[config.mk]
export PLATFORM = sky130hd
export DESIGN_NAME = command_frame_receiver_top_flat
export DESIGN_NICKNAME = d
export VERILOG_FILES = /design/src/rtl/cfr_pkg.sv /design/src/rtl/cfr_if.sv /design/src/rtl/command_frame_receiver_top.sv /design/src/rtl/cfr_parser.sv /design/src/flat_wrapper.sv
export VERILOG_INCLUDE_DIRS = /design/src /design/src/rtl
export SDC_FILE = /design/constraint.sdc
export NUM_CORES = 1
export LEC_CHECK = 0
export BUFFER_PORTS_ARGS = -buffer_cell sky130_fd_sc_hd__clkbuf_2
export CAP_MARGIN = 10
export CELL_PAD_IN_SITES_DETAIL_PLACEMENT = 1
export CELL_PAD_IN_SITES_GLOBAL_PLACEMENT = 2
export CORE_AREA = 5 5 133 135
export DETAILED_ROUTE_END_ITERATION = 8
export DIE_AREA = 0 0 138 140
export PLACE_DENSITY = 0.79
export REMOVE_ABC_BUFFERS = 1
export SYNTH_ARGS = -nofsm -noshare
export SYNTH_HDL_FRONTEND = slang
export SYNTH_SLANG_ARGS = --single-unit
[constraint.sdc]
create_clock -name clk -period 3.85 [get_ports clk]
set_input_delay 0 -clock clk [delete_from_list [all_inputs] [get_ports clk]]
set_output_delay 0 -clock clk [all_outputs]
set_load 0.02 [all_outputs]
[src/rtl/command_frame_receiver_top_macros.svh]
// assertion helpers, clocked on clk and disabled during reset
`ifndef COMMAND_FRAME_RECEIVER_TOP_MACROS_SVH
`define COMMAND_FRAME_RECEIVER_TOP_MACROS_SVH

// same-cycle implication
`define CFR_ASSERT_NOW(lbl, cond, chk, msg) \
	lbl: assert property (@(posedge clk) disable iff (!arst_n) (cond) |-> (chk)) \
		else $error(msg);

// next-cycle implication
`define CFR_ASSERT_NEXT(lbl, cond, chk, msg) \
	lbl: assert property (@(posedge clk) disable iff (!arst_n) (cond) |=> (chk)) \
		else $error(msg);

`endif

[src/rtl/cfr_pkg.sv]
package cfr_pkg;

	localparam int CFG_IDX_W = 8;

	localparam logic [CFG_IDX_W-1:0] REG_HEADER_BYTE   = 8'd0;
	localparam logic [CFG_IDX_W-1:0] REG_FUNCTION_CODE = 8'd1;

	localparam logic [7:0] HEADER_RESET   = 8'hAA;
	localparam logic [7:0] FUNCTION_RESET = 8'hE0;
	localparam logic [7:0] ADDR_A         = 8'hAF;
	localparam logic [7:0] ADDR_B         = 8'hFF;
	localparam logic [7:0] GROUP_CAL      = 8'h01;
	localparam logic [7:0] GROUP_CTRL     = 8'h10;
	localparam logic [7:0] ITEM_CAL_FIRST = 8'h01;
	localparam logic [7:0] ITEM_CAL_LAST  = 8'h05;
	localparam logic [7:0] ITEM_UNLOCK    = 8'h01;
	localparam logic [7:0] ITEM_STOP      = 8'h02;

	typedef enum logic [2:0] {
		CMD_NONE       = 3'd0,
		CMD_ACCEL_CAL  = 3'd1,
		CMD_GYRO_CAL   = 3'd2,
		CMD_BARO_CAL   = 3'd3,
		CMD_MAG_CAL    = 3'd4,
		CMD_SIXSIDE_CAL = 3'd5,
		CMD_UNLOCK     = 3'd6,
		CMD_STOP       = 3'd7
	} cmd_t;

	typedef struct packed {
		logic [7:0] header_byte;
		logic [7:0] function_code;
	} cfr_cfg_t;

	typedef struct packed {
		logic       fire;
		logic [7:0] rx_byte;
	} cfr_step_t;

	typedef struct packed {
		logic       frame_end;
		logic       checksum_ok;
		cmd_t       command;
		logic [7:0] echo_group;
		logic [7:0] echo_item;
	} cfr_result_t;

	function automatic cmd_t decode_cmd(logic [7:0] group, logic [7:0] item);
		cmd_t c;
		c = CMD_NONE;
		if (group == GROUP_CAL) begin
			if (item >= ITEM_CAL_FIRST && item <= ITEM_CAL_LAST)
				c = cmd_t'(item[2:0]);
		end else if (group == GROUP_CTRL) begin
			if (item == ITEM_UNLOCK)
				c = CMD_UNLOCK;
			else if (item == ITEM_STOP)
				c = CMD_STOP;
		end
		return c;
	endfunction

endpackage

[src/rtl/cfr_if.sv]
interface cfr_rx_if;
	logic       valid;
	logic       ready;
	logic [7:0] rx_byte;
	modport source (output valid, output rx_byte, input ready);
	modport sink (input valid, input rx_byte, output ready);
endinterface

interface cfr_res_if;
	logic       valid;
	logic       ready;
	logic       frame_end;
	logic       checksum_ok;
	logic [2:0] command;
	logic [7:0] echo_group;
	logic [7:0] echo_item;
	modport source (output valid, output frame_end, output checksum_ok, output command,
		output echo_group, output echo_item, input ready);
	modport sink (input valid, input frame_end, input checksum_ok, input command,
		input echo_group, input echo_item, output ready);
endinterface

interface cfr_cfg_if import cfr_pkg::*; ();
	logic                 valid;
	logic                 ready;
	logic [CFG_IDX_W-1:0] index;
	logic [7:0]           data;
	modport source (output valid, output index, output data, input ready);
	modport sink (input valid, input index, input data, output ready);
endinterface

[src/rtl/command_frame_receiver_top.sv]
// command frame receiver
// rx channel: one received byte per transaction (rx_byte), valid/ready
// res channel: one result per accepted byte: frame_end, checksum_ok, command,
//   echo_group and echo_item; all but frame_end are zero unless a frame closed
//   with both the sum and add-check bytes matching
// cfg channel: index 0 writes header_byte, index 1 writes function_code,
//   other indexes are ignored; always ready, write only while idle
// path: an accepted byte waits in the input register, and its result is
//   written to the result register, which drives res, once that register
//   is empty or its result is being taken
// throughput: one byte per cycle while res takes every result, set by the
//   combinational frame state update between the input and result registers
// stall: when res is not taken the result register holds and the input
//   register still takes one more byte; rx ready drops only while both are full
// reset: arst_n clears the valid bits of both registers, the frame position,
//   sums and stored bytes, and loads header_byte 0xAA and function_code 0xE0
module command_frame_receiver_top import cfr_pkg::*; (
	input  logic          clk,
	input  logic          arst_n,
	cfr_rx_if.sink        rx,
	cfr_res_if.source     res,
	cfr_cfg_if.sink       cfg
);

	cfr_cfg_t    cfg_q;
	logic        valid_s1;
	logic [7:0]  byte_s1;
	logic        valid_s2;
	cfr_result_t result_s2;
	cfr_result_t result;
	cfr_step_t   step;
	logic        advance;

	assign advance      = valid_s1 && (!valid_s2 || res.ready);
	assign rx.ready     = !valid_s1 || advance;
	assign cfg.ready    = 1'b1;
	assign step.fire    = advance;
	assign step.rx_byte = byte_s1;

	always_ff @(posedge clk or negedge arst_n) begin
		if (!arst_n) begin
			cfg_q.header_byte   <= HEADER_RESET;
			cfg_q.function_code <= FUNCTION_RESET;
		end else if (cfg.valid) begin
			if (cfg.index == REG_HEADER_BYTE)
				cfg_q.header_byte <= cfg.data;
			else if (cfg.index == REG_FUNCTION_CODE)
				cfg_q.function_code <= cfg.data;
		end
	end

	always_ff @(posedge clk or negedge arst_n) begin
		if (!arst_n) begin
			valid_s1 <= 1'b0;
			valid_s2 <= 1'b0;
		end else begin
			if (rx.valid && rx.ready)
				valid_s1 <= 1'b1;
			else if (advance)
				valid_s1 <= 1'b0;
			if (advance)
				valid_s2 <= 1'b1;
			else if (res.ready)
				valid_s2 <= 1'b0;
		end
	end

	always_ff @(posedge clk) begin
		if (rx.valid && rx.ready)
			byte_s1 <= rx.rx_byte;
		if (advance)
			result_s2 <= result;
	end

	cfr_parser u_parser (
		.clk    (clk),
		.arst_n (arst_n),
		.step   (step),
		.cfg    (cfg_q),
		.result (result)
	);

	assign res.valid       = valid_s2;
	assign res.frame_end   = result_s2.frame_end;
	assign res.checksum_ok = result_s2.checksum_ok;
	assign res.command     = result_s2.command;
	assign res.echo_group  = result_s2.echo_group;
	assign res.echo_item   = result_s2.echo_item;

endmodule

[src/rtl/cfr_parser.sv]
`include "command_frame_receiver_top_macros.svh"

module cfr_parser import cfr_pkg::*; (
	input  logic        clk,
	input  logic        arst_n,
	input  cfr_step_t   step,
	input  cfr_cfg_t    cfg,
	output cfr_result_t result
);

	logic [8:0] position_q;
	logic [7:0] length_q;
	logic [7:0] sum_q;
	logic [7:0] add_check_q;
	logic [7:0] rx_sum_q;
	logic [7:0] byte_four_q;
	logic [7:0] byte_six_q;

	logic [8:0] position_d;
	logic [7:0] length_d;
	logic [7:0] sum_d;
	logic [7:0] add_check_d;
	logic [7:0] rx_sum_d;
	logic [7:0] byte_four_d;
	logic [7:0] byte_six_d;

	logic [7:0] b;
	logic [7:0] sum_next;
	logic [7:0] add_next;
	logic [8:0] len9;
	logic       at_body;

	assign b        = step.rx_byte;
	assign sum_next = sum_q + b;
	assign add_next = add_check_q + sum_next;
	assign len9     = {1'b0, length_q};
	assign at_body  = (position_q >= 9'd4);

	always_comb begin
		position_d  = 9'd0;
		length_d    = length_q;
		sum_d       = sum_q;
		add_check_d = add_check_q;
		rx_sum_d    = rx_sum_q;
		byte_four_d = byte_four_q;
		byte_six_d  = byte_six_q;
		result      = '{frame_end: 1'b0, checksum_ok: 1'b0, command: CMD_NONE,
			echo_group: 8'd0, echo_item: 8'd0};

		if (at_body && position_q == 9'd4)
			byte_four_d = b;
		if (at_body && position_q == 9'd6)
			byte_six_d = b;

		if (position_q == 9'd0 && b == cfg.header_byte) begin
			sum_d       = b;
			add_check_d = b;
			position_d  = 9'd1;
		end else if (position_q == 9'd1 && (b == ADDR_A || b == ADDR_B)) begin
			sum_d       = sum_next;
			add_check_d = add_next;
			position_d  = 9'd2;
		end else if (position_q == 9'd2 && b == cfg.function_code) begin
			sum_d       = sum_next;
			add_check_d = add_next;
			position_d  = 9'd3;
		end else if (position_q == 9'd3) begin
			length_d    = b;
			sum_d       = sum_next;
			add_check_d = add_next;
			position_d  = 9'd4;
		end else if (at_body && length_q != 8'd0 && position_q <= len9 + 9'd3) begin
			sum_d       = sum_next;
			add_check_d = add_next;
			position_d  = position_q + 9'd1;
		end else if (at_body && position_q == len9 + 9'd4) begin
			rx_sum_d   = b;
			position_d = position_q + 9'd1;
		end else if (at_body && position_q == len9 + 9'd5) begin
			result.frame_end = 1'b1;
			if (rx_sum_q == sum_q && b == add_check_q) begin
				result.checksum_ok = 1'b1;
				result.command     = decode_cmd(byte_four_d, byte_six_d);
				result.echo_group  = byte_four_d;
				result.echo_item   = byte_six_d;
			end
		end
	end

	always_ff @(posedge clk or negedge arst_n) begin
		if (!arst_n) begin
			position_q  <= 9'd0;
			length_q    <= 8'd0;
			sum_q       <= 8'd0;
			add_check_q <= 8'd0;
			rx_sum_q    <= 8'd0;
			byte_four_q <= 8'd0;
			byte_six_q  <= 8'd0;
		end else if (step.fire) begin
			position_q  <= position_d;
			length_q    <= length_d;
			sum_q       <= sum_d;
			add_check_q <= add_check_d;
			rx_sum_q    <= rx_sum_d;
			byte_four_q <= byte_four_d;
			byte_six_q  <= byte_six_d;
		end
	end

	`CFR_ASSERT_NEXT(a_end_restarts, step.fire && result.frame_end, position_q == 9'd0,
		"frame end did not return to start")
	`CFR_ASSERT_NEXT(a_idle_holds, !step.fire, $stable(position_q) && $stable(sum_q),
		"frame state moved without a byte")
	`CFR_ASSERT_NOW(a_ok_at_end, result.checksum_ok, result.frame_end && at_body,
		"checksum ok outside a frame end")
	`CFR_ASSERT_NOW(a_position_bound, 1'b1, position_q <= 9'd260,
		"frame position out of range")

endmodule

[src/flat_wrapper.sv]
// flat-port wrapper written by rule: the top's interface ports become plain ports
module command_frame_receiver_top_flat import cfr_pkg::*;
  (clk, arst_n, rx_valid, rx_rx_byte, rx_ready, res_valid, res_frame_end, res_checksum_ok, res_command, res_echo_group, res_echo_item, res_ready, cfg_valid, cfg_index, cfg_data, cfg_ready);
  cfr_rx_if rx_i ();
  cfr_res_if res_i ();
  cfr_cfg_if cfg_i ();
  input  logic clk;
  input  logic arst_n;
  input wire logic [$bits(rx_i.valid)-1:0] rx_valid;
  input wire logic [$bits(rx_i.rx_byte)-1:0] rx_rx_byte;
  output wire logic [$bits(rx_i.ready)-1:0] rx_ready;
  output wire logic [$bits(res_i.valid)-1:0] res_valid;
  output wire logic [$bits(res_i.frame_end)-1:0] res_frame_end;
  output wire logic [$bits(res_i.checksum_ok)-1:0] res_checksum_ok;
  output wire logic [$bits(res_i.command)-1:0] res_command;
  output wire logic [$bits(res_i.echo_group)-1:0] res_echo_group;
  output wire logic [$bits(res_i.echo_item)-1:0] res_echo_item;
  input wire logic [$bits(res_i.ready)-1:0] res_ready;
  input wire logic [$bits(cfg_i.valid)-1:0] cfg_valid;
  input wire logic [$bits(cfg_i.index)-1:0] cfg_index;
  input wire logic [$bits(cfg_i.data)-1:0] cfg_data;
  output wire logic [$bits(cfg_i.ready)-1:0] cfg_ready;
  assign rx_i.valid = rx_valid;
  assign rx_i.rx_byte = rx_rx_byte;
  assign rx_ready = rx_i.ready;
  assign res_valid = res_i.valid;
  assign res_frame_end = res_i.frame_end;
  assign res_checksum_ok = res_i.checksum_ok;
  assign res_command = res_i.command;
  assign res_echo_group = res_i.echo_group;
  assign res_echo_item = res_i.echo_item;
  assign res_i.ready = res_ready;
  assign cfg_i.valid = cfg_valid;
  assign cfg_i.index = cfg_index;
  assign cfg_i.data = cfg_data;
  assign cfg_ready = cfg_i.ready;
  command_frame_receiver_top u_core (.clk(clk), .arst_n(arst_n), .rx(rx_i), .res(res_i), .cfg(cfg_i));
endmodule
==> metrics <==
crit-path cells=ha_1 > nand3_1 > nor2_1 > xnor2_1 > ha_1 > nand2_1 > o21ai_1 > or4_1 > o21ai_1 > nand2_1 > a31oi_2 > buf_12 > mux2_2; Mapped Avg Cell Area=about 10 um2; post-synthesis sequential area ratio=44.3%; Detail Placement HPWL=between 10000 and 15000 um; endpoint type of the worst setup path=register; maxcap violations=0; antenna violations before repair=0; CP Data Required Time=roughly 4100 ps; gpl congestion=0.835; Distinct cells, synth=59; Root Driver=clkbuf_16; layout cells sized above 1=19.8%; fmax=between 0.2 and 0.3 GHz; crit path time final=approximately 3500 ps; top sig layer=met4; Setup Crit Path Kind=reg2reg; first-pass GRT wire length=27900 um; Fin. Hold Viols=0; DR WL/cell=18.9 um; metal2 WL=8330 um; commonest non-fill, non-tap cell in the layout=dfrtp_1; slowest stage delay, CP=520 ps; Fin Setup TNS=0 ps; Pwr Density=451 nW/um2; diode count=0; Row Count=47; Die Y=140 um; Arr. time, crit path=3720 ps; Final ANT Viol Nets=0; Sink Count=104; layout net count=731; Residual DRC=0; core area=about 16000 um2; Tot GR Track Use=18.0%; largest net degree at the start of global routing=76; area grow syn2layout=17.5%; fill cell count=roughly 1900; DR pass1 iterations=4; Slew Viols, Final=0; hold crit path type=in2reg; Slew @ Worst Pin=1010 ps; Yosys warnings=0; met3 WL post-DR=approximately 500 um; Synth area leader=dfrtp_1; vias in the first global route=5198; Seq cells post-synth=104; Die W=138 um; top cells by area, synth=dfrtp_1 27%, edfxtp_1 14%, ha_1 6.4%; Reg clk slew, reported paths=about 80 ps; Skew-Pair Late Insertion Delay=360 ps; Leak=3.30 nW; DP Worst Slack=about 460 ps; total CTS buffers=9; Yosys top cell area share=roughly 27%; CTS Buffer Depth=2; status=completed; Max VDD drop=0.000253 V; CP startpoint kind=register; Starting Density=38.0%; met1 WL=around 7600 um; Slew HR=around 33%; mapped cell area=6220 um2; commonest cells after routing, fill and taps aside=68 x dfrtp_1, 50 x clkbuf_2, 49 x nor2_1, 44 x nand2_1, 35 x xnor2_1; gr ovfl total=0; die area=19300 um2; Final WS setup=379 ps; CP Max Fanout=30; Post-synth EDFFs=29; CP delay by family, top=simple AND/OR/NAND/NOR gates; Synth Flop Type=dfrtp_1; RSZ-0062 raised after global routing=false; final core utilization=44.7%; # IOs=between 50 and 60; Cells after Synth=598; clk_skew=between 7 and 8 ps; Vias per Instance=5.35; Final Setup Violations=0; crit path buf inv count=1; Slowest-stage cell, CP=dfrtp_1; vias post-DR=approximately 4800; H-tree depth=3; Total Wirelength=16900 um; Synth async-reset ratio=72.1%; post-CTS sizing=0; Pwr Total=3.29 mW; CTS tree=done; initial detailed-routing violation count=163; Tcrit/Tclk final=about nine tenths; I/O Buffers=51
cells in the mapped netlist (2+ instances only):
cell,n
edfxtp_1,29
mux2_1,11
and3_1,4
ha_1,32
a31oi_1,12
nor3b_1,4
fa_1,2
o21ai_0,18
or3_1,6
o21a_1,5
inv_1,14
o22ai_1,2
mux2i_1,21
clkbuf_1,22
nor4_4,2
a211oi_1,6
nor3_1,12
dfstp_2,7
and3b_1,2
dfrtp_1,68
nor2_2,2
or4_1,3
nand2_1,44
o21ai_1,10
nor4_1,10
xor2_1,30
nor2_1,49
inv_2,2
xnor2_1,35
nor4b_1,2
nand3_1,13
nand2b_1,5
buf_2,5
nand4_1,9
clkinv_1,2
a21oi_1,27
mux2_2,30
a21o_1,4
o211ai_1,8
nand3b_1,4
nor2b_1,6
o21bai_1,2
worst paths after layout:
kind,cells after the start,slack (ps),end,start
worst max-delay path,13,380,u_core.u_parser.add_check_q[2],u_core.u_parser.length_q[2]
worst min-delay path,3,170,u_core.cfg_q[14],cfg_index[0]
worst max register to register,13,380,u_core.u_parser.add_check_q[2],u_core.u_parser.length_q[2]
worst min register to register,2,500,u_core.u_parser.byte_six_q[2],u_core.u_parser.byte_six_q[2]
max in group asynchronous,2,2850,u_core.u_parser.length_q[4],arst_n
min in group asynchronous,2,330,u_core.u_parser.byte_four_q[4],arst_n
power by group:
part | leakage, nW | switching, mW | internal [mW]
Combinational | 1.89 | 0.501 | 0.411
Sequential | 1.26 | 0.119 | 1.24
Clock | 0.157 | 0.466 | 0.559
registers in the layout (all words and copies together), names as in the netlist:
name,cells
u_core.byte_s1,8
u_core.cfg_q,16
u_core.res.checksum_ok,1
u_core.res.command,3
u_core.res.echo_group,8
u_core.res.echo_item,8
u_core.res.frame_end,1
u_core.res.valid,1
u_core.u_parser.add_check_q,8
u_core.u_parser.byte_four_q,8
u_core.u_parser.byte_six_q,8
u_core.u_parser.length_q,8
u_core.u_parser.position_q,9
u_core.u_parser.rx_sum_q,8
u_core.u_parser.sum_q,8
u_core.valid_s1,1
worst min-delay path: stages:
cell and delay, ps:
clkbuf_2 90, nor2_1 150, mux2_2 260
final cells by class:
cell class,instances,area [um2],area share [%]
flip-flops and latches,104,2760,37.7
repair buffers,87,591,8.08
clock buffers,10,250,3.42
multi-input cells,448,3290,45.0
inverters,18,67.6,0.924
clock inverters,6,83.8,1.15
well taps,220,275,3.77
through the flow:
step | instance area, um2 | hold WS [ps] | instances
after CTS | 7310 | 174 | 893
after global routing | 7310 | 209 | 893
after detailed placement | 6780 | 180 | 857
after global placement | 6780 | 178 | 857
final | 7310 | 172 | 893
after floorplan | 6100 | -296 | 570
layer usage:
layer,vias to the layer above,GRT usage (%)
met5,-,0
met4,0,6.29
met3,25,3.89
met2,96,30.4
met1,2386,22.9
li1,2273,-
cell families (layout without fill, tap and decap cells):
group                      after synthesis  after routing  synth area share [%]
and+or+nand+nor                        183            183                  15.2
muxes                                   62             62                  10.8
DFF                                    104            104                  44.3
adders and majority gates               34             34                  7.08
xor gates and xnor gates                65             65                  9.15
buffers and inverters                   46            121                  2.94
other                                    1              1                0.0603
AOI/OAI and AO/OA                      103            103                  10.4
repair_timing:
action | 4_1_cts | 5_1_grt
hold buffers | 20 | 0
setup buffers | 0 | 0
hold endpoints to repair | 94 | 0
Power figures use the tool's default switching activity.
